[src/sv/gdda_pkg.sv]
package gdda_pkg;

  localparam int MAX_YEAR = 9999;

  localparam int D_W    = 5;
  localparam int M_W    = 4;
  localparam int Y_W    = 14;
  localparam int OFF_W  = 23;
  localparam int SER_W  = 22;
  localparam int DIFF_W = 23;
  localparam int AW     = 25;

  localparam int DAYS_400Y = 146097;
  localparam int DAYS_100Y = 36524;
  localparam int DAYS_4Y   = 1461;
  localparam int DAYS_1Y   = 365;

  // serial of 31 december of the last supported year
  localparam int TOP_DAYS = MAX_YEAR * 365 + MAX_YEAR / 4 - MAX_YEAR / 100 + MAX_YEAR / 400;

  // reciprocal of 100 for p below 2**14
  localparam int RECIP_100 = 5243;
  localparam int RECIP_SH  = 19;

  typedef enum logic {
    ALU_ADD,
    ALU_SUB
  } alu_op_t;

  typedef struct packed {
    alu_op_t              op;
    logic signed [AW-1:0] a;
    logic signed [AW-1:0] b;
  } alu_req_t;

  typedef struct packed {
    logic signed [AW-1:0] res;
    logic                 neg;
    logic                 zero;
  } alu_rsp_t;

  typedef struct packed {
    logic [SER_W-1:0] serial;
    logic             ok;
  } ser_rsp_t;

  typedef enum logic [4:0] {
    ST_IDLE,
    ST_SER_A0,
    ST_SER_B0,
    ST_GET_A,
    ST_GET_B,
    ST_DIFF,
    ST_ADD,
    ST_LOW,
    ST_HIGH,
    ST_Q400,
    ST_Q100,
    ST_Q4,
    ST_Q1,
    ST_YEAR,
    ST_MONTH,
    ST_FINISH
  } state_t;

  function automatic logic [D_W-1:0] month_days(input logic [M_W-1:0] m, input logic leap);
    logic [D_W-1:0] d;
    case (m)
      4'd1, 4'd3, 4'd5, 4'd7, 4'd8, 4'd10, 4'd12: d = 5'd31;
      4'd4, 4'd6, 4'd9, 4'd11: d = 5'd30;
      4'd2: d = leap ? 5'd29 : 5'd28;
      default: d = 5'd0;
    endcase
    return d;
  endfunction

  function automatic logic [8:0] cum_days(input logic [M_W-1:0] m);
    logic [8:0] c;
    case (m)
      4'd1: c = 9'd0;
      4'd2: c = 9'd31;
      4'd3: c = 9'd59;
      4'd4: c = 9'd90;
      4'd5: c = 9'd120;
      4'd6: c = 9'd151;
      4'd7: c = 9'd181;
      4'd8: c = 9'd212;
      4'd9: c = 9'd243;
      4'd10: c = 9'd273;
      4'd11: c = 9'd304;
      4'd12: c = 9'd334;
      default: c = 9'd0;
    endcase
    return c;
  endfunction

endpackage

[src/sv/gdda_alu.sv]
module gdda_alu (
  input  gdda_pkg::alu_req_t req,
  output gdda_pkg::alu_rsp_t rsp
);

  logic signed [gdda_pkg::AW-1:0] sum;

  always_comb begin
    case (req.op)
      gdda_pkg::ALU_ADD: sum = req.a + req.b;
      gdda_pkg::ALU_SUB: sum = req.a - req.b;
      default: sum = req.a + req.b;
    endcase
  end

  assign rsp.res  = sum;
  assign rsp.neg  = sum[gdda_pkg::AW-1];
  assign rsp.zero = (sum == '0);

endmodule

[src/sv/gdda_serial.sv]
module gdda_serial (
  input  logic                      clk,
  input  logic [gdda_pkg::D_W-1:0]  day,
  input  logic [gdda_pkg::M_W-1:0]  month,
  input  logic [gdda_pkg::Y_W-1:0]  year,
  output gdda_pkg::ser_rsp_t        rsp
);

  logic [gdda_pkg::Y_W-1:0] p;
  logic [23:0]              base_nxt;
  logic [27:0]              prod100;
  logic [7:0]               q100_nxt;

  logic [23:0]              base_r;
  logic [7:0]               q100_r;
  logic [gdda_pkg::D_W-1:0] d_r;
  logic [gdda_pkg::M_W-1:0] m_r;
  logic [gdda_pkg::Y_W-1:0] y_r;

  logic [gdda_pkg::Y_W-1:0] p2;
  logic [gdda_pkg::Y_W-1:0] r100;
  logic                     leap;
  logic [gdda_pkg::D_W-1:0] mlen;
  logic                     ok;
  logic [23:0]              total;

  gdda_pkg::ser_rsp_t       rsp_nxt;
  gdda_pkg::ser_rsp_t       rsp_r;

  // stage one: years before, coarse terms
  always_comb begin
    p        = year - gdda_pkg::Y_W'(1);
    base_nxt = 24'(p) * 24'(365) + 24'(p >> 2);
    prod100  = 28'(p) * 28'(gdda_pkg::RECIP_100);
    q100_nxt = 8'(prod100 >> gdda_pkg::RECIP_SH);
  end

  always_ff @(posedge clk) begin
    base_r <= base_nxt;
    q100_r <= q100_nxt;
    d_r    <= day;
    m_r    <= month;
    y_r    <= year;
  end

  // stage two: leap rule, month offset, range check
  always_comb begin
    p2    = y_r - gdda_pkg::Y_W'(1);
    r100  = p2 - gdda_pkg::Y_W'(q100_r) * gdda_pkg::Y_W'(100);
    leap  = ((y_r[1:0] == 2'd0) && (r100 != gdda_pkg::Y_W'(99)))
         || ((r100 == gdda_pkg::Y_W'(99)) && (q100_r[1:0] == 2'd3));
    mlen  = gdda_pkg::month_days(m_r, leap);
    ok    = (y_r >= gdda_pkg::Y_W'(1)) && (y_r <= gdda_pkg::Y_W'(gdda_pkg::MAX_YEAR))
         && (m_r >= gdda_pkg::M_W'(1)) && (m_r <= gdda_pkg::M_W'(12))
         && (d_r >= gdda_pkg::D_W'(1)) && (d_r <= mlen);
    total = base_r - 24'(q100_r) + 24'(q100_r >> 2) + 24'(gdda_pkg::cum_days(m_r))
          + 24'((leap && (m_r > gdda_pkg::M_W'(2))) ? 1 : 0) + 24'(d_r);
    rsp_nxt.ok     = ok;
    rsp_nxt.serial = ok ? total[gdda_pkg::SER_W-1:0] : '0;
  end

  always_ff @(posedge clk) begin
    rsp_r <= rsp_nxt;
  end

  assign rsp = rsp_r;

endmodule

[src/sv/gregorian_date_day_arithmetic.sv]
// Proleptic Gregorian day-number unit.
// Input channel: present both dates and the signed offset on the in_ ports
// and raise start while busy is low; that cycle's edge takes the transaction
// and busy stays high until the result has been produced.
// Result channel: out_strobe is high for exactly one cycle and the out_ ports
// carry the result from that cycle until the next strobe; the receiver cannot hold it off, so it
// must take the transaction when the strobe is seen.
// The strobe comes sooner when date A is not a real date or the shifted date
// is out of range, as the divide and month walk are then skipped. One
// transaction is worked on at a time: the next one may start in the cycle
// that carries the strobe.
// The work is done by one shared add/subtract unit: a restoring divide by
// the 400-, 100-, 4- and 1-year cycle lengths (14 steps) and a month walk of
// up to 12 steps, after a two-stage date-to-serial pipeline used for A and B.
// Reset (rst_n low, synchronous) returns the sequencer to idle and drops
// busy and the strobe; a transaction in flight is lost.
module gregorian_date_day_arithmetic (
  input  logic                                clk,
  input  logic                                rst_n,
  input  logic                                start,
  output logic                                busy,
  input  logic [gdda_pkg::D_W-1:0]            in_day_a,
  input  logic [gdda_pkg::M_W-1:0]            in_month_a,
  input  logic [gdda_pkg::Y_W-1:0]            in_year_a,
  input  logic signed [gdda_pkg::OFF_W-1:0]   in_day_offset,
  input  logic [gdda_pkg::D_W-1:0]            in_day_b,
  input  logic [gdda_pkg::M_W-1:0]            in_month_b,
  input  logic [gdda_pkg::Y_W-1:0]            in_year_b,
  output logic                                out_strobe,
  output logic                                out_valid_a,
  output logic                                out_valid_b,
  output logic [gdda_pkg::SER_W-1:0]          out_serial_a,
  output logic [gdda_pkg::D_W-1:0]            out_sum_day,
  output logic [gdda_pkg::M_W-1:0]            out_sum_month,
  output logic [gdda_pkg::Y_W-1:0]            out_sum_year,
  output logic                                out_range_error,
  output logic signed [gdda_pkg::DIFF_W-1:0]  out_day_difference,
  output logic                                out_a_before_b,
  output logic                                out_a_equals_b
);

  gdda_pkg::state_t state_r, state_nxt;
  logic [2:0]       k_r, k_nxt;
  logic             out_strobe_r, out_strobe_nxt;

  logic [gdda_pkg::D_W-1:0]          da_r, da_nxt, db_r, db_nxt;
  logic [gdda_pkg::M_W-1:0]          ma_r, ma_nxt, mb_r, mb_nxt;
  logic [gdda_pkg::Y_W-1:0]          ya_r, ya_nxt, yb_r, yb_nxt;
  logic signed [gdda_pkg::OFF_W-1:0] off_r, off_nxt;
  logic [gdda_pkg::SER_W-1:0]        sa_r, sa_nxt, sb_r, sb_nxt;
  logic                              va_r, va_nxt, vb_r, vb_nxt;
  logic [gdda_pkg::DIFF_W-1:0]       diff_r, diff_nxt;
  logic signed [gdda_pkg::AW-1:0]    t_r, t_nxt;
  logic [gdda_pkg::SER_W-1:0]        rem_r, rem_nxt;
  logic [4:0]                        q400_r, q400_nxt;
  logic [1:0]                        q100_r, q100_nxt;
  logic [4:0]                        q4_r, q4_nxt;
  logic [1:0]                        q1_r, q1_nxt;
  logic                              leap_r, leap_nxt;
  logic [gdda_pkg::Y_W-1:0]          year_r, year_nxt;
  logic [gdda_pkg::M_W-1:0]          mon_r, mon_nxt;
  logic                              rerr_r, rerr_nxt;

  logic [gdda_pkg::D_W-1:0]          o_day_r, o_day_nxt;
  logic [gdda_pkg::M_W-1:0]          o_month_r, o_month_nxt;
  logic [gdda_pkg::Y_W-1:0]          o_year_r, o_year_nxt;
  logic                              o_va_r, o_va_nxt, o_vb_r, o_vb_nxt;
  logic [gdda_pkg::SER_W-1:0]        o_serial_r, o_serial_nxt;
  logic                              o_rerr_r, o_rerr_nxt;
  logic [gdda_pkg::DIFF_W-1:0]       o_diff_r, o_diff_nxt;
  logic                              o_before_r, o_before_nxt;
  logic                              o_equal_r, o_equal_nxt;

  gdda_pkg::alu_req_t        alu_req;
  gdda_pkg::alu_rsp_t        alu_rsp;
  gdda_pkg::ser_rsp_t        ser_rsp;
  logic [gdda_pkg::D_W-1:0]  ser_day;
  logic [gdda_pkg::M_W-1:0]  ser_month;
  logic [gdda_pkg::Y_W-1:0]  ser_year;
  logic                      before_c;
  logic [gdda_pkg::Y_W-1:0]  year_c;

  gdda_alu u_alu (
    .req (alu_req),
    .rsp (alu_rsp)
  );

  gdda_serial u_serial (
    .clk   (clk),
    .day   (ser_day),
    .month (ser_month),
    .year  (ser_year),
    .rsp   (ser_rsp)
  );

  always_comb begin
    if (state_r == gdda_pkg::ST_SER_A0) begin
      ser_day   = da_r;
      ser_month = ma_r;
      ser_year  = ya_r;
    end else begin
      ser_day   = db_r;
      ser_month = mb_r;
      ser_year  = yb_r;
    end
  end

  always_comb begin
    if (ya_r != yb_r) begin
      before_c = ya_r < yb_r;
    end else if (ma_r != mb_r) begin
      before_c = ma_r < mb_r;
    end else begin
      before_c = da_r < db_r;
    end
    year_c = gdda_pkg::Y_W'(q400_r) * gdda_pkg::Y_W'(400)
           + gdda_pkg::Y_W'(q100_r) * gdda_pkg::Y_W'(100)
           + gdda_pkg::Y_W'({q4_r, 2'b00}) + gdda_pkg::Y_W'(q1_r) + gdda_pkg::Y_W'(1);
  end

  always_ff @(posedge clk) begin
    if (!rst_n) begin
      state_r      <= gdda_pkg::ST_IDLE;
      k_r          <= '0;
      out_strobe_r <= 1'b0;
    end else begin
      state_r      <= state_nxt;
      k_r          <= k_nxt;
      out_strobe_r <= out_strobe_nxt;
    end
  end

  always_ff @(posedge clk) begin
    da_r       <= da_nxt;
    ma_r       <= ma_nxt;
    ya_r       <= ya_nxt;
    off_r      <= off_nxt;
    db_r       <= db_nxt;
    mb_r       <= mb_nxt;
    yb_r       <= yb_nxt;
    sa_r       <= sa_nxt;
    va_r       <= va_nxt;
    sb_r       <= sb_nxt;
    vb_r       <= vb_nxt;
    diff_r     <= diff_nxt;
    t_r        <= t_nxt;
    rem_r      <= rem_nxt;
    q400_r     <= q400_nxt;
    q100_r     <= q100_nxt;
    q4_r       <= q4_nxt;
    q1_r       <= q1_nxt;
    leap_r     <= leap_nxt;
    year_r     <= year_nxt;
    mon_r      <= mon_nxt;
    rerr_r     <= rerr_nxt;
    o_day_r    <= o_day_nxt;
    o_month_r  <= o_month_nxt;
    o_year_r   <= o_year_nxt;
    o_va_r     <= o_va_nxt;
    o_vb_r     <= o_vb_nxt;
    o_serial_r <= o_serial_nxt;
    o_rerr_r   <= o_rerr_nxt;
    o_diff_r   <= o_diff_nxt;
    o_before_r <= o_before_nxt;
    o_equal_r  <= o_equal_nxt;
  end

  always_comb begin
    state_nxt      = state_r;
    k_nxt          = k_r;
    out_strobe_nxt = 1'b0;
    da_nxt         = da_r;
    ma_nxt         = ma_r;
    ya_nxt         = ya_r;
    off_nxt        = off_r;
    db_nxt         = db_r;
    mb_nxt         = mb_r;
    yb_nxt         = yb_r;
    sa_nxt         = sa_r;
    va_nxt         = va_r;
    sb_nxt         = sb_r;
    vb_nxt         = vb_r;
    diff_nxt       = diff_r;
    t_nxt          = t_r;
    rem_nxt        = rem_r;
    q400_nxt       = q400_r;
    q100_nxt       = q100_r;
    q4_nxt         = q4_r;
    q1_nxt         = q1_r;
    leap_nxt       = leap_r;
    year_nxt       = year_r;
    mon_nxt        = mon_r;
    rerr_nxt       = rerr_r;
    o_day_nxt      = o_day_r;
    o_month_nxt    = o_month_r;
    o_year_nxt     = o_year_r;
    o_va_nxt       = o_va_r;
    o_vb_nxt       = o_vb_r;
    o_serial_nxt   = o_serial_r;
    o_rerr_nxt     = o_rerr_r;
    o_diff_nxt     = o_diff_r;
    o_before_nxt   = o_before_r;
    o_equal_nxt    = o_equal_r;
    alu_req.op     = gdda_pkg::ALU_SUB;
    alu_req.a      = t_r;
    alu_req.b      = gdda_pkg::AW'(1);

    case (state_r)
      gdda_pkg::ST_IDLE: begin
        if (start) begin
          da_nxt    = in_day_a;
          ma_nxt    = in_month_a;
          ya_nxt    = in_year_a;
          off_nxt   = in_day_offset;
          db_nxt    = in_day_b;
          mb_nxt    = in_month_b;
          yb_nxt    = in_year_b;
          state_nxt = gdda_pkg::ST_SER_A0;
        end
      end
      gdda_pkg::ST_SER_A0: state_nxt = gdda_pkg::ST_SER_B0;
      gdda_pkg::ST_SER_B0: state_nxt = gdda_pkg::ST_GET_A;
      gdda_pkg::ST_GET_A: begin
        sa_nxt    = ser_rsp.serial;
        va_nxt    = ser_rsp.ok;
        state_nxt = gdda_pkg::ST_GET_B;
      end
      gdda_pkg::ST_GET_B: begin
        sb_nxt    = ser_rsp.serial;
        vb_nxt    = ser_rsp.ok;
        state_nxt = gdda_pkg::ST_DIFF;
      end
      gdda_pkg::ST_DIFF: begin
        alu_req.op = gdda_pkg::ALU_SUB;
        alu_req.a  = gdda_pkg::AW'(sa_r);
        alu_req.b  = gdda_pkg::AW'(sb_r);
        diff_nxt   = (va_r && vb_r) ? alu_rsp.res[gdda_pkg::DIFF_W-1:0] : '0;
        state_nxt  = gdda_pkg::ST_ADD;
      end
      gdda_pkg::ST_ADD: begin
        alu_req.op = gdda_pkg::ALU_ADD;
        alu_req.a  = gdda_pkg::AW'(sa_r);
        alu_req.b  = gdda_pkg::AW'(off_r);
        t_nxt      = alu_rsp.res;
        rerr_nxt   = 1'b0;
        state_nxt  = va_r ? gdda_pkg::ST_LOW : gdda_pkg::ST_FINISH;
      end
      gdda_pkg::ST_LOW: begin
        // t - 1 below zero means before day one
        alu_req.op = gdda_pkg::ALU_SUB;
        alu_req.a  = t_r;
        alu_req.b  = gdda_pkg::AW'(1);
        t_nxt      = alu_rsp.res;
        if (alu_rsp.neg) begin
          rerr_nxt  = 1'b1;
          state_nxt = gdda_pkg::ST_FINISH;
        end else begin
          state_nxt = gdda_pkg::ST_HIGH;
        end
      end
      gdda_pkg::ST_HIGH: begin
        alu_req.op = gdda_pkg::ALU_SUB;
        alu_req.a  = t_r;
        alu_req.b  = gdda_pkg::AW'(gdda_pkg::TOP_DAYS);
        rem_nxt    = t_r[gdda_pkg::SER_W-1:0];
        q400_nxt   = '0;
        q100_nxt   = '0;
        q4_nxt     = '0;
        q1_nxt     = '0;
        k_nxt      = 3'd4;
        if (!alu_rsp.neg) begin
          rerr_nxt  = 1'b1;
          state_nxt = gdda_pkg::ST_FINISH;
        end else begin
          state_nxt = gdda_pkg::ST_Q400;
        end
      end
      gdda_pkg::ST_Q400: begin
        alu_req.op = gdda_pkg::ALU_SUB;
        alu_req.a  = gdda_pkg::AW'(rem_r);
        alu_req.b  = gdda_pkg::AW'(gdda_pkg::DAYS_400Y) << k_r;
        q400_nxt   = {q400_r[3:0], !alu_rsp.neg};
        if (!alu_rsp.neg) begin
          rem_nxt = alu_rsp.res[gdda_pkg::SER_W-1:0];
        end
        if (k_r == 3'd0) begin
          k_nxt     = 3'd1;
          state_nxt = gdda_pkg::ST_Q100;
        end else begin
          k_nxt = k_r - 3'd1;
        end
      end
      gdda_pkg::ST_Q100: begin
        alu_req.op = gdda_pkg::ALU_SUB;
        alu_req.a  = gdda_pkg::AW'(rem_r);
        alu_req.b  = gdda_pkg::AW'(gdda_pkg::DAYS_100Y) << k_r;
        q100_nxt   = {q100_r[0], !alu_rsp.neg};
        if (!alu_rsp.neg) begin
          rem_nxt = alu_rsp.res[gdda_pkg::SER_W-1:0];
        end
        if (k_r == 3'd0) begin
          k_nxt     = 3'd4;
          state_nxt = gdda_pkg::ST_Q4;
        end else begin
          k_nxt = k_r - 3'd1;
        end
      end
      gdda_pkg::ST_Q4: begin
        alu_req.op = gdda_pkg::ALU_SUB;
        alu_req.a  = gdda_pkg::AW'(rem_r);
        alu_req.b  = gdda_pkg::AW'(gdda_pkg::DAYS_4Y) << k_r;
        q4_nxt     = {q4_r[3:0], !alu_rsp.neg};
        if (!alu_rsp.neg) begin
          rem_nxt = alu_rsp.res[gdda_pkg::SER_W-1:0];
        end
        if (k_r == 3'd0) begin
          k_nxt     = 3'd1;
          state_nxt = gdda_pkg::ST_Q1;
        end else begin
          k_nxt = k_r - 3'd1;
        end
      end
      gdda_pkg::ST_Q1: begin
        alu_req.op = gdda_pkg::ALU_SUB;
        alu_req.a  = gdda_pkg::AW'(rem_r);
        alu_req.b  = gdda_pkg::AW'(gdda_pkg::DAYS_1Y) << k_r;
        q1_nxt     = {q1_r[0], !alu_rsp.neg};
        if (!alu_rsp.neg) begin
          rem_nxt = alu_rsp.res[gdda_pkg::SER_W-1:0];
        end
        if (k_r == 3'd0) begin
          state_nxt = gdda_pkg::ST_YEAR;
        end else begin
          k_nxt = k_r - 3'd1;
        end
      end
      gdda_pkg::ST_YEAR: begin
        // leap when last year of a 4-year group, unless a plain century
        alu_req.op = gdda_pkg::ALU_ADD;
        alu_req.a  = gdda_pkg::AW'(rem_r);
        alu_req.b  = gdda_pkg::AW'(1);
        rem_nxt    = alu_rsp.res[gdda_pkg::SER_W-1:0];
        year_nxt   = year_c;
        leap_nxt   = (q1_r == 2'd3) && ((q4_r != 5'd24) || (q100_r == 2'd3));
        mon_nxt    = gdda_pkg::M_W'(1);
        state_nxt  = gdda_pkg::ST_MONTH;
      end
      gdda_pkg::ST_MONTH: begin
        alu_req.op = gdda_pkg::ALU_SUB;
        alu_req.a  = gdda_pkg::AW'(rem_r);
        alu_req.b  = gdda_pkg::AW'(gdda_pkg::month_days(mon_r, leap_r));
        if ((mon_r < gdda_pkg::M_W'(12)) && !alu_rsp.neg && !alu_rsp.zero) begin
          rem_nxt = alu_rsp.res[gdda_pkg::SER_W-1:0];
          mon_nxt = mon_r + gdda_pkg::M_W'(1);
        end else begin
          state_nxt = gdda_pkg::ST_FINISH;
        end
      end
      gdda_pkg::ST_FINISH: begin
        if (va_r && !rerr_r) begin
          o_day_nxt   = rem_r[gdda_pkg::D_W-1:0];
          o_month_nxt = mon_r;
          o_year_nxt  = year_r;
        end else begin
          o_day_nxt   = da_r;
          o_month_nxt = ma_r;
          o_year_nxt  = ya_r;
        end
        o_va_nxt       = va_r;
        o_vb_nxt       = vb_r;
        o_serial_nxt   = sa_r;
        o_rerr_nxt     = va_r && rerr_r;
        o_diff_nxt     = diff_r;
        o_before_nxt   = before_c;
        o_equal_nxt    = (da_r == db_r) && (ma_r == mb_r) && (ya_r == yb_r);
        out_strobe_nxt = 1'b1;
        state_nxt      = gdda_pkg::ST_IDLE;
      end
      default: state_nxt = gdda_pkg::ST_IDLE;
    endcase
  end

  assign busy               = (state_r != gdda_pkg::ST_IDLE);
  assign out_strobe         = out_strobe_r;
  assign out_valid_a        = o_va_r;
  assign out_valid_b        = o_vb_r;
  assign out_serial_a       = o_serial_r;
  assign out_sum_day        = o_day_r;
  assign out_sum_month      = o_month_r;
  assign out_sum_year       = o_year_r;
  assign out_range_error    = o_rerr_r;
  assign out_day_difference = o_diff_r;
  assign out_a_before_b     = o_before_r;
  assign out_a_equals_b     = o_equal_r;

  a_strobe_pulse: assert property (@(posedge clk) disable iff (!rst_n)
    out_strobe |=> !out_strobe)
    else $error("result strobe longer than one cycle");

  a_accept_busy: assert property (@(posedge clk) disable iff (!rst_n)
    (start && !busy) |=> busy)
    else $error("accepted transaction did not raise busy");

  a_invalid_a: assert property (@(posedge clk) disable iff (!rst_n)
    (out_strobe && !out_valid_a) |->
      (!out_range_error && (out_serial_a == '0) && (out_day_difference == '0)))
    else $error("invalid first date gave non-zero results");

  a_month_range: assert property (@(posedge clk) disable iff (!rst_n)
    (out_strobe && out_valid_a && !out_range_error) |->
      ((out_sum_month >= gdda_pkg::M_W'(1)) && (out_sum_month <= gdda_pkg::M_W'(12))
       && (out_sum_day >= gdda_pkg::D_W'(1)) && (out_sum_day <= gdda_pkg::D_W'(31))))
    else $error("shifted date out of calendar range");

  a_order: assert property (@(posedge clk) disable iff (!rst_n)
    (out_strobe && out_a_equals_b) |-> !out_a_before_b)
    else $error("equal dates reported as ordered");

endmodule

[config.mk]
export PLATFORM = sky130hd
export DESIGN_NAME = gregorian_date_day_arithmetic
export DESIGN_NICKNAME = d
export VERILOG_FILES = /design/src/sv/gdda_pkg.sv /design/src/sv/gdda_alu.sv /design/src/sv/gdda_serial.sv /design/src/sv/gregorian_date_day_arithmetic.sv
export SDC_FILE = /design/constraint.sdc
export NUM_CORES = 1
export LEC_CHECK = 0
export BUFFER_PORTS_ARGS = -buffer_cell sky130_fd_sc_hd__buf_2
export CORE_ASPECT_RATIO = 0.8
export CORE_MARGIN = 8
export CORE_UTILIZATION = 34
export CTS_CLUSTER_SIZE = 14
export DETAILED_ROUTE_END_ITERATION = 16
export PLACE_DENSITY = 0.58
export SETUP_SLACK_MARGIN = 0.2
export SLEW_MARGIN = 15
export SYNTH_ARGS = -nofsm -noshare
export SYNTH_HDL_FRONTEND = slang
export SYNTH_SLANG_ARGS = --single-unit
[constraint.sdc]
create_clock -name clk -period 9.15 [get_ports clk]
set_input_delay 0.915 -clock clk [delete_from_list [all_inputs] [get_ports clk]]
set_output_delay 0.915 -clock clk [all_outputs]
set_load 0.01 [all_outputs]
==> results of run 1 <==
-- through the flow --
stage          area [sq um]  setup WS, ns  hold WS [ns]  cells  utilization
2_1_floorplan         26400          1.14         0.400   2415            -
3_3_place_gp          28500          1.48         0.400   3564        0.370
3_5_place_dp          28500          1.46         0.407   3564        0.370
4_1_cts               30000          1.44         0.420   3646        0.390
5_1_grt               30000         0.924         0.423   3647        0.390
6_report              30000          1.39         0.419   3648        0.390
-- final cells by class --
class	instances	area, sq um
flip-flops and latches	385	10600
multi-input cells	1618	14200
inverters	352	1320
fillers	7525	46900
well taps	1023	1280
clock inverters	27	345
diodes	1	2.50
clock buffers	55	1190
repair buffers	187	1050
-- worst register-to-register path, stage by stage, from the launching register on --
cell	delay, ns
dfxtp_1	0.35
buf_4	0.41
nor3b_2	0.52
mux2i_1	0.17
o2bb2ai_2	0.50
o21a_1	0.25
nand3_1	0.09
or3_1	0.41
or3_1	0.49
o21ai_0	0.24
xnor2_1	0.15
ha_1	0.30
o21ai_0	0.12
o21ai_0	0.18
a211oi_2	0.41
nor3_1	0.14
a31o_2	0.33
a311oi_2	0.27
xor2_1	0.32
nand4_1	0.16
or4b_1	0.68
nand4b_1	0.23
or4b_1	0.44
buf_4	0.27
-- registers in the layout, summed over array words and instances, names as in the netlist, 22 cells and up, named ones only --
register,flops
out_day_difference,23
out_serial_a,22
u_serial.base_r,22
diff_r,23
off_r,23
t_r,25
u_serial.rsp,23
sb_r,22
sa_r,22
rem_r,22
-- kinds of logic after synthesis --
| logic type | after synthesis |
|---|---|
| and+or+nand+nor | 518 |
| AOI/OAI and AO/OA | 472 |
| adders and majority gates | 469 |
| buffers and inverters | 412 |
| DFF | 385 |
| xor gates and xnor gates | 132 |
| muxes | 27 |
-- cell usage in the layout (no fill, tap or decap), types with 93 or more instances in the layout --
| cell | count |
|---|---|
| a21oi_1 | 116 |
| buf_2 | 146 |
| dfxtp_1 | 93 |
| edfxtp_1 | 292 |
| o21ai_0 | 106 |
| nor2_1 | 131 |
| inv_1 | 350 |
| nand2_1 | 143 |
| ha_1 | 332 |
| fa_1 | 137 |
-- layer usage --
metal,up-vias,routed length (microns),track usage,share of wire
met5,-,13,0,0.00017
met4,2,1870,0.0476,0.024
met3,105,5980,0.0376,0.076
met2,627,32900,0.260,0.42
met1,9316,37500,0.261,0.48
li1,8898,-,-,-
-- final timing paths --
kind / from / endpoint / depth (start not counted) / slack [ns]
setup / recovery: state_r[3]$_SDFFE_PN0P_ / rem_r[6]$_DFFE_PP_ / 23 / 1.39
hold / removal: diff_r[15]$_SDFFCE_PN0N_ / out_day_difference[15]$_DFFE_PP_ / 0 / 0.42
setup reg to reg: state_r[3]$_SDFFE_PN0P_ / rem_r[6]$_DFFE_PP_ / 23 / 1.39
hold reg to reg: diff_r[15]$_SDFFCE_PN0N_ / out_day_difference[15]$_DFFE_PP_ / 0 / 0.42
==> results by group, run 1 <==
Outcome
  – Status: finished, final reports clean

Placement
  – Gpl congestion: 0.912
  – Dpl hpwl: between 60000 and 70000 microns
  – Port bufs: ~150

Clock tree
  – Worst-Skew Late Latency: 0.61 ns
  – Post-CTS Hold Buffers: 0
  – CTS root buf: clkbuf_16
  – CTS buffer count: 44
  – Post-CTS Setup Inserts: 0
  – Htree depth: 2
  – Clock-pin slew on the worst setup and hold paths: 0.07 ns
  – Post_cts resized: 0
  – Maximum root-to-sink buffer count: 3
  – Clock sinks: 385
  – Clock tree from TritonCTS: built

Timing
  – Setup TNS: 0 ns
  – Max-slew violations: 0
  – Period utilization: 0.848
  – Clock skew: 0.0334 ns
  – Final setup vio count: 0
  – Slew headroom: 0.216
  – Final min period: roughly 7.8 ns
  – FMAX: 129 MHz
  – Worst Tran Pin Value: roughly 1.2 ns
  – Final-report hold violation count: 0
  – RSZ-0062 raised after global routing: false

Yosys
  – Mean Syn Cell Area: approximately 11 sq um
  – Count leader, synth: inv_1
  – Number of synthesized flops with an enable pin: 292
  – Gate Count Post-Synth: around 2400
  – Synthesized flop and latch total: just under 400
  – Most area-hungry cell type in the Yosys netlist: edfxtp_1
  – Share of flip-flops with an asynchronous set or reset: 0
  – Synth Flop Type: edfxtp_1
  – Post-synthesis compound-gate area fraction: 0.120
  – Post-Syn Nets: about 3000
  – Synth cell count leaders: 350 x inv_1, 332 x ha_1, 292 x edfxtp_1, 143 x nand2_1, 137 x fa_1
  – Top cell type's share of synthesized area: 0.332
  – Largest family of logic cells by synthesized area: adder cells
  – Warnings from Yosys: 0
  – Mapped Area: about 26000 sq um
  – Register area share after synthesis: 0.403
  – Synth top area cells: edfxtp_1 33%, ha_1 16%, fa_1 10%
  – Post-Synth Simple-Gate Area: 0.0994
  – Synth cell types: 97
  – Adder-Cell Fraction of Synth Area: 0.261
  – XOR/XNOR Fraction of Synth Area: 0.0443
  – Mux share of post-synthesis cell area: 0.0112

Worst setup path
  – Cell at the slowest stage of the critical path: or4b_1
  – Crit-path max cell delay: 0.68 ns
  – Kind of cell adding the most delay to the critical path: simple AND/OR/NAND/NOR gates
  – WP data arrival: between 8 and 9 ns
  – CP Buf/Inv Count: 2
  – Most used cell, CP: o21ai_0
  – Worst-path fanout max: 36
  – Setup crit start kind: flop
  – Crit. End Element: flop
  – CP Data Required Time: roughly 9.4 ns
  – Critical Path, Cell by Cell: buf_4, nor3b_2, mux2i_1, o2bb2ai_2, o21a_1, nand3_1, or3_1, or3_1, o21ai_0, xnor2_1, ha_1, o21ai_0, o21ai_0, a211oi_2, nor3_1, a31o_2, a311oi_2, xor2_1, nand4_1, or4b_1, nand4b_1, or4b_1, buf_4
  – CP Class: flop to flop

Drt
  – Drt total wl: around 80000 microns
  – Total number of vias: between 15000 and 20000
  – ANT nets after route: 0
  – DR iter-0 viols: 1435
  – Drt via density: between 5 and 6
  – Pre-antenna DRT Iters: 10
  – DRC Markers: 0
  – Drt wl/cell: 21.4 microns

Finish
  – Share of cells above drive strength 1: 0.128
  – Final net count: about 3100
  – Syn-to-layout area delta: 13.7%

Worst hold path
  – Type of the worst min-delay path: flop to flop

Global routing
  – Tot GR Track Use: 0.177
  – Global-route wire length before repair: around 120000 microns
  – Initial antenna violation count: 7
  – Largest net degree at the start of global routing: 44
  – Vias in the first global route: 19307
  – Gr ovfl total: 0

Floorplanning
  – Die Wd: about 330 microns
  – Row cnt: 91
  – Starting Density: 0.343
  – Core area: 77000 sq um
  – I/O pins: 147
  – Die area: just under 90000 sq um
  – Die H: between 200 and 300 microns

Flow run
  – Max Cap Viol: 0
Power of run 1 is not shown: default switching activity piles up to over one toggle a cycle in this logic, so the estimate is an artifact.
==> run 2, diff against run 1 <==
- ABC_AREA: not set -> 1
- PLACE_DENSITY: 0.58 -> 0.57
- clock period: 9.15 -> 7.24 ns (I/O delays scaled with it)
==> run 2 against run 1 <==
  * Utilization is 0.45 points higher
  * Via count is 2.5% higher
  * Setup slack worse by 0.85 ns
  * Sequential share of layout area is 0.44 points lower
  * Global-route usage is 1.4 points lower
==> results by group, run 2 <==
Clock tree
  – Clock-pin slew on the worst setup and hold paths: roughly 0.06 ns
  – CTS buffer count: 43
  – Maximum root-to-sink buffer count: 3
  – Clock tree from TritonCTS: built
  – CTS root buf: clkbuf_16
  – Worst-Skew Late Latency: about 0.58 ns
  – Htree depth: 2
  – Clock sinks: slightly below 400

Placement
  – Dpl hpwl: 57600 microns
  – Port bufs: 146
  – Gpl congestion: 0.947

Yosys
  – Top cell type's share of synthesized area: 0.331
  – Warnings from Yosys: 0
  – Largest family of logic cells by synthesized area: adder cells
  – Synthesized flop and latch total: slightly below 400
  – Post-Syn Nets: approximately 3300
  – Post-synthesis compound-gate area fraction: 0.0785
  – Most area-hungry cell type in the Yosys netlist: edfxtp_1
  – Share of flip-flops with an asynchronous set or reset: 0
  – Synth top area cells: edfxtp_1 33%, ha_1 16%, fa_1 10%
  – Count leader, synth: inv_1
  – Mapped Area: 26500 sq um
  – Adder-Cell Fraction of Synth Area: 0.260
  – Mux share of post-synthesis cell area: 0.00552
  – Register area share after synthesis: 0.401
  – Synth Flop Type: edfxtp_1
  – Mean Syn Cell Area: between 9 and 10 sq um
  – Post-Synth Simple-Gate Area: 0.143
  – Number of synthesized flops with an enable pin: slightly below 300
  – Synth cell types: between 50 and 60
  – XOR/XNOR Fraction of Synth Area: 0.0363
  – Synth cell count leaders: 473 x inv_1, 433 x nand2_1, 332 x ha_1, 292 x edfxtp_1, 189 x nor2_1
  – Gate Count Post-Synth: 2749

Worst hold path
  – Hold Crit Endpoint: off_r[8]$_DFFE_PP_
  – Type of the worst min-delay path: input pin to flop
  – Hold depth: 1
  – Beginning of the worst hold path: in_day_offset[8]

Worst setup path
  – Worst-path fanout max: 9
  – Critical Path Stages: 31
  – WP data arrival: a little over 7 ns
  – Kind of cell adding the most delay to the critical path: adder cells
  – Crit-path max cell delay: 0.56 ns
  – CP Buf/Inv Count: 6
  – Setup crit start kind: flop
  – Cell at the slowest stage of the critical path: fa_1
  – Crit. End Element: flop
  – CP Data Required Time: 7.69 ns
  – Most used cell, CP: nand2_1
  – R2r worst-path depth: 31
  – CP Class: flop to flop
  – FF-to-FF Start: state_r[0]$_SDFFE_PN0P_
  – Reg2Reg Setup Slack: 0.53 ns
  – Reg2reg end: u_serial.base_r[18]$_DFF_P_

Finish
  – Biggest register: t_r
  – Most frequent cells in the layout: 471 x inv_1, 433 x nand2_1, 328 x ha_1
  – Filler cells: approximately 7600
  – N_diodes: 0
  – Storage cell area: ~11000 sq um
  – Share of cells above drive strength 1: 0.127
  – Area of the multi-input gates: about 14000 sq um
  – Final net count: 3495
  – Commonest non-fill, non-tap cell in the layout: inv_1
  – Syn-to-layout area delta: 14.8%
  – Max reg flops: 25

Drt
  – DR iter-0 viols: 1527
  – Total number of vias: slightly below 20000
  – Drt wl/cell: ~18 microns
  – ANT nets after route: 0
  – Pre-antenna DRT Iters: 6
  – DRC Markers: 0
  – Drt total wl: roughly 70000 microns
  – Drt via density: 4.84

Timing
  – Period utilization: 0.926
  – Final setup vio count: 0
  – Max-slew violations: 0
  – Final-report hold violation count: 0
  – RSZ-0062 raised after global routing: true
  – Clock skew: between 0.015 and 0.02 ns
  – Worst Tran Pin Value: 1.11 ns
  – WHS: about 0.31 ns
  – Setup TNS: 0 ns
  – Final min period: about 6.7 ns
  – Slew headroom: 0.260
  – FMAX: approximately 150 MHz

Floorplanning
  – Row cnt: just over 90
  – Die area: between 80000 and 90000 sq um
  – Starting Density: 0.344
  – Die Wd: ~330 microns
  – Core area: just under 80000 sq um
  – Die H: 266 microns
  – I/O pins: ~150

Global routing
  – Global-route wire length before repair: approximately 110000 microns
  – Gr ovfl total: 0
  – Tot GR Track Use: 0.163
  – Largest net degree at the start of global routing: 70
  – Vias in the first global route: approximately 19000
  – Initial antenna violation count: 0

Flow run
  – Max Cap Viol: 0

Outcome
  – Status: finished, final reports clean
run 2: changes by cell type after synthesis, moves of 32 or more:
cell,previous run,this run
a21oi_1,116,164
inv_1,350,473
nand2_1,143,433
nand3_1,20,139
nor2_1,134,189
o21ai_0,106,138
xnor2_1,84,27
xor2_1,46,83
run 2: logic make-up after synthesis:
group | Yosys count
AND/OR/NAND/NOR | 869
multiplexers | 13
buffers and inverters | 524
flip-flops | 385
XOR/XNOR | 110
adder cells (fa/ha/maj) | 469
AO/OA/AOI/OAI | 379
run 2: metal layers:
metal  global-route usage  share of wire  vias up  wire (microns)
met2                0.246           0.43      540           30800
met4               0.0321          0.017        0            1250
met5                    0              0        -               0
met3               0.0250          0.061       78            4410
met1                0.246           0.49     9275           35600
li1                     -              -     9522               -
run 2: layout make-up:
class / instances / share of cell area
inverters: 486 / 0.0601
clock buffers: 49 / 0.0368
repair buffers: 198 / 0.0370
flip-flops and latches: 385 / 0.350
clock inverters: 30 / 0.0115
multi-input cells: 1840 / 0.463
well taps: 1023 / 0.0421
run 2: per-stage QoR:
step           setup WS, ns  utilization  instances  area, sq um
2_1_floorplan         0.391            -       2749        26500
3_3_place_gp        -0.0678        0.373       3924        28700
3_5_place_dp         -0.234        0.373       3924        28700
4_1_cts               0.226        0.392       4003        30200
5_1_grt               0.117        0.395       4011        30400
6_report              0.534        0.395       4011        30400
run 2: worst max-delay path by stage:
stage	to	slack [ns]	start
2_1_floorplan	u_serial.q100_r[6]$_DFF_P_	0.39	state_r[0]$_SDFFE_PN0P_
3_3_place_gp	u_serial.q100_r[7]$_DFF_P_	-0.07	state_r[0]$_SDFFE_PN0P_
3_5_place_dp	u_serial.q100_r[7]$_DFF_P_	-0.23	state_r[0]$_SDFFE_PN0P_
4_1_cts	u_serial.q100_r[7]$_DFF_P_	0.23	state_r[0]$_SDFFE_PN0P_
5_1_grt	u_serial.rsp[20]$_SDFF_PN0_	0.12	u_serial.q100_r[2]$_DFF_P_
6_report	u_serial.base_r[18]$_DFF_P_	0.53	state_r[0]$_SDFFE_PN0P_
run 2: timing repair:
action	CTS	global route
resized for setup	7	43
pin swaps	0	5
endpoints found under the setup margin	7	29
hold buffers	0	0
setup buffers	0	8
Power of run 2 is left out for the same reason.
